--- config.mk ---
export PLATFORM = sky130hd
export DESIGN_NAME = fpa_div_cell
export DESIGN_NICKNAME = d
export VERILOG_FILES = /design/src/sv/fpa_pkg.sv /design/src/sv/fpa_div_cell.sv
export SDC_FILE = /design/constraint.sdc
export NUM_CORES = 1
export LEC_CHECK = 0
export ABC_AREA = 0
export BUFFER_PORTS_ARGS = -buffer_cell sky130_fd_sc_hd__buf_4
export CELL_PAD_IN_SITES_DETAIL_PLACEMENT = 1
export CELL_PAD_IN_SITES_GLOBAL_PLACEMENT = 2
export CORE_UTILIZATION = 28
export CTS_CLUSTER_DIAMETER = 120
export DETAILED_ROUTE_END_ITERATION = 8
export PLACE_DENSITY_LB_ADDON = 0.05
export SYNTH_ARGS = -nofsm -noshare
export SYNTH_HDL_FRONTEND = slang
export SYNTH_SLANG_ARGS = --single-unit
--- constraint.sdc ---
create_clock -name clk -period 0.8 [get_ports clk]
set_input_delay 0 -clock clk [delete_from_list [all_inputs] [get_ports clk]]
set_output_delay 0 -clock clk [all_outputs]
set_load 0.05 [all_outputs]
--- src/sv/fpa_pkg.sv ---
package fpa_pkg;

	typedef enum logic [3:0] {
		OP_ADD   = 4'd0,
		OP_SUB   = 4'd1,
		OP_MUL   = 4'd2,
		OP_DIV   = 4'd3,
		OP_GT    = 4'd4,
		OP_LT    = 4'd5,
		OP_GE    = 4'd6,
		OP_LE    = 4'd7,
		OP_EQ    = 4'd8,
		OP_NE    = 4'd9,
		OP_MIN   = 4'd10,
		OP_MAX   = 4'd11,
		OP_INC   = 4'd12,
		OP_DEC   = 4'd13,
		OP_TOINT = 4'd14
	} func_t;

	// flags that follow an item down the divider row
	typedef struct packed {
		logic valid;
		logic neg;
		logic is_div;
		logic dbz;
	} dctl_t;

endpackage

--- src/sv/fpa_div_cell.sv ---
// One restoring-division step per cell; each cell adds a pipeline stage.
module fpa_div_cell
	import fpa_pkg::*;
#(
	parameter int NW = 40,
	parameter int DW = 32
) (
	input  logic          clk,
	input  logic          arst_n,
	input  dctl_t         ctl_in,
	input  logic [NW-1:0] num_in,
	input  logic [DW:0]   rem_in,
	input  logic [DW-1:0] den_in,
	output dctl_t         ctl_out,
	output logic [NW-1:0] num_out,
	output logic [DW:0]   rem_out,
	output logic [DW-1:0] den_out
);
	logic [DW+1:0] shifted;
	logic [DW+1:0] diff;
	logic          take;

	always_comb begin
		shifted = {rem_in, num_in[NW-1]};
		diff    = shifted - {2'b00, den_in};
		take    = !diff[DW+1];
	end

	always_ff @(posedge clk or negedge arst_n) begin
		if (!arst_n) begin
			ctl_out <= '0;
		end else begin
			ctl_out <= ctl_in;
		end
	end

	// num doubles as quotient: bits shift out the top, quotient bits shift in
	always_ff @(posedge clk) begin
		num_out <= {num_in[NW-2:0], take};
		rem_out <= take ? diff[DW:0] : shifted[DW:0];
		den_out <= den_in;
	end
endmodule

# Yosys cells after proc, flatten, opt, wreduce, memory -nomap -nowiden
# Index checks and enable logic that the tools add are counted.
word_totals:
  reg_bits: 109
classes:
  muxes: 1
  reduce_logical: 1
  add_sub_neg: 1
ops:
  columns: ["cell", "count"]
  rows:
  - ["$sub 34x32->34", 1]
  - ["$mux 33", 1]
  - ["$logic_not 1->1", 1]

# Depth between registers and ports, before layout
depth:
  word_depth: 2
  depth_mapped: 13
  mapped_depth_nobuf: 13

# Worst setup path after synthesis
# Ideal clock, no wire load.
synth_path:
  kind: "input to register"
  start: "input port den_in[1]"
  end: "register rem_out[10]"
  arrival_ns: 2.667
  required_time_ns: 0.677
  slack_ns: -1.991
  stages: 12
  n_path_buf: 1
  path_cell_list: "inv_1 ha_1 nor2b_1 o21ai_0 o21ai_1 a21oi_1 o31a_1 o211a_1 o21ba_1 nor4_4 buf_6 mux2_1"
synth_between:
  elab_chain_cells: 2
synth_lines:
  columns: ["element", "line_no", "rtl"]
  rows:
  - ["from (decl)", "fpa_div_cell.sv:13", "input logic [DW-1:0] den_in,"]
  - ["$sub 34x32->34", "fpa_div_cell.sv:25", "diff = shifted - {2'b00, den_in};"]
  - ["$mux 33", "fpa_div_cell.sv:40", "rem_out <= take ? diff[DW:0] : shifted[DW:0];"]
  - ["to (signal assigned)", "fpa_div_cell.sv:40", null]
  - ["to (decl)", "fpa_div_cell.sv:16", "output logic [DW:0] rem_out,"]
# Every way passes these cells.

# Worst setup path after layout
layout_path:
  start: "input port den_in[1]"
  end: "register rem_out[5]"
# Same word-level chain as after synthesis.

==> results.txt <==
The fraction of post-synthesis cell area in the top cell type by area is 49.3%. The critical path required time is 1.04 ns. The die outline area came out at 15700 um2. The number of H-tree levels came out at 3. The synthesized netlist contains 43 unique library cells.

After synthesis, flip-flops and latches occupy 51.7% of the total area. In the synthesized netlist the dominant register cell turns out to be dfxtp_1. The number of antenna repair diodes came out at 0.

The die outline width is 125 um. The worst path in the final design needs a cycle of 2.33 ns, including I/O delays and setup. The most used standard cell by instance count after synthesis is dfxtp_1. Detailed placement finished with a half-perimeter wire length of 10400 um. The final weighted congestion in routability-driven placement came out at 0.758. The layout overhead on the synthesized area is 119%.

The number of instances on the worst hold path is 4. The final-layout worst hold slack came out at 0.0200 ns. Global routing used 22.5% of the available tracks across all layers. The sum of overflow across all layers after global routing came out at 0. The share of flip-flops with an asynchronous set or reset came out at 3.67%. The number of violations reported at the end of detailed-routing iteration 0 is 159. The placed cell count came out at 878. The min-delay analysis places its worst path in the category in -> reg. The gate count of the mapped netlist is 393. IR analysis of the VDD net gives a maximum drop of 0.00140 V.

The via count came out at 4498. The first TritonRoute pass finished after 6 iterations. The synthesized flop and latch total is 109. Measured against its own limit, the worst slew margin works out to 73.2%. The initial antenna violation count came out at 0.

In this run the tool buffered the top-level ports with 219 buffer cells. The number of flops mapped to enable cells by yosys came out at 0. The area used by multi-input combinational logic is 2100 um2.

Yosys printed 0 warnings. The post-detailed-routing wire length is 17400 um. In this run the count of I/O pins placed on the die edge is 220. The number of clock buffers added by TritonCTS is 9. Cells with a size suffix above 1 make up 58.8% of the layout. By area the synthesized netlist is led by dfxtp_1, ha_1, mux2_1. Across the run, the number of max-cap violations was 0. The checks that failed: DRC, setup timing. Along the worst path, the maximum fanout reaches 6. For this run, design rule violations remaining after detail routing come to 23. The ratio of final minimum period to clock period is 292%. After detailed routing, the number of vias per cell comes to 4.43. The arrival time of data at the critical path endpoint is 2.58 ns. The area of all sequential standard cells is 2330 um2. The dominant cell type by area after synthesis is dfxtp_1.

STA classifies the critical path startpoint as a primary input. The maximum number of pins on one net before global-route repair is 21. The highest achievable clock rate came out at 429 MHz. The count of nets left with antenna violations after detail routing is 0.

The number of failing hold endpoints at the final stage is 0. The nature of the critical path endpoint is a register. The clock sink count is 109.

The number of global-route vias before repair is 5014. The number of nets handed over by synthesis was 537. The total count of max-transition violations in the final report came out at 0. For the pin with the worst max-slew slack, the measured transition is 0.398 ns. Across all setup checks in the final design, the least slack found is -1.53 ns. Setup violations remaining at the end of the flow were counted as 143. The total number of placement rows is 44.

The first global-routing pass estimated 27000 um of wire. The critical path is of the in -> reg type. Fill cells in the final layout number 1500. For this configuration, the core starts out at a cell density of 29.0%. The total leakage power came out at 0.00453 uW. The buffer type at the clock tree root is clkbuf_16. The die height came out at 125 um. No sink is reached through more buffers than the 2 on the longest clock path.

The area of the mapped netlist is 4260 um2. Power spread over the standard cell area amounts to 1980 nW/um2. The routed wire length per instance is 17.1 um. The final net count came out at 970. The clock-pin slew of the registers on the worst-case setup and hold paths is 0.08 ns. The end-of-flow core utilization is 63.6%. The run finished, with violations left. The area of the core region is 14700 um2.

The final standard cell count with taps included and fillers excluded is 1015. The synthesized area divided by synthesized cell count is 10.8 um2. Sorting the synthesized cells by how often they occur yields dfxtp_1, inv_1, ha_1, a21oi_1, mux2_1.

TritonCTS built the clock tree. Setup repair after global routing could not meet its margin everywhere.
## kinds of logic after synthesis
| group | count (synthesis) | synth area share (%) |
|---|---|---|
| buf+inv | 43 | 4.32 |
| xor+xnor | 29 | 5.96 |
| simple gates | 66 | 7.78 |
| fa+ha+maj | 33 | 9.87 |
| flops | 109 | 51.7 |
| mux | 30 | 7.87 |
| compound gates | 83 | 12.5 |
## cells in the final DEF (no fill, tap or decap), drive strengths merged, types with 17 or more instances in the layout
master and count:
buf 315, dlygate4sd3 109, dfxtp 105, inv 43
ha 32, a21oi 30, mux2 28, a21o 19
nand2 18, nor2 17, xnor2 17
## worst paths after layout
kind	startpoint	end	slack (ns)
setup / recovery	den_in[1]	rem_out[5]$_DFF_P_	-1.53
hold / removal	rem_in[29]	rem_out[30]$_DFF_P_	0.02
max in group asynchronous	arst_n	ctl_out[1]$_DFF_PN0_	0.17
min in group asynchronous	arst_n	ctl_out[3]$_DFF_PN0_	0.53
## state kept, by name (all words and copies together), names as in the netlist
name,flops
num_out,40
ctl_out,4
den_out,32
rem_out,33
## stage by stage
step | setup slack, ns | total power [uW] | instance area, um2 | TNS (ns)
after detailed placement | -2.17 | 12300 | 6850 | -70.83
final | -1.53 | 18500 | 9350 | -55.14
after floorplan | -1.84 | 9960 | 4360 | -60.15
after CTS | -1.55 | 18300 | 9160 | -56.96
after global placement | -2.09 | 12200 | 6850 | -68.41
after global routing | -1.65 | 19300 | 9350 | -62.26
## area by class of cell
class                      count  share of cell area, %
clock buffer                  10                   2.45
clock inverter                 6                  0.602
inverter                      40                   1.74
multi-input combinational    241                   22.5
sequential                   109                   25.0
tap                          184                   2.46
timing repair buffer         425                   45.3
## worst max-delay path, cell delays in order
cell and delay [ns]:
buf_12 0.09, inv_12 0.03, ha_4 0.24, nor2b_4 0.13, o21ai_2 0.08, o21ai_2 0.22
a21oi_2 0.11, o31a_1 0.27, o211a_1 0.28, o21ba_4 0.21, nor4_4 0.21, buf_6 0.20
clkbuf_16 0.17, mux2_2 0.32
## layer usage
layer | up-vias | wire [um] | global-route usage (%)
met5 | - | 0 | 0
met4 | 0 | 176 | 5.67
met3 | 12 | 1170 | 6.42
met2 | 159 | 9330 | 43.4
met1 | 2121 | 6680 | 23.7
li1 | 2206 | - | -
## report_power, final
| part | leakage [uW] | switching [uW] | internal, uW |
|---|---|---|---|
| sequential | 0.000933 | 377 | 6110 |
| combinational | 0.00346 | 3770 | 3750 |
| clock | 0.000137 | 2300 | 2190 |
## repair_timing
| item | 4_1_cts | 5_1_grt |
|---|---|---|
| gates cloned | 2 | 1 |
| setup endpoints to repair | 143 | 147 |
| hold endpoints to repair | 110 | 4 |
| setup buffers | 7 | 2 |
| gates resized for setup | 297 | 31 |
| pin swaps | 2 | 3 |
| hold buffers | 109 | 1 |
(Power assumes the default switching activity.)
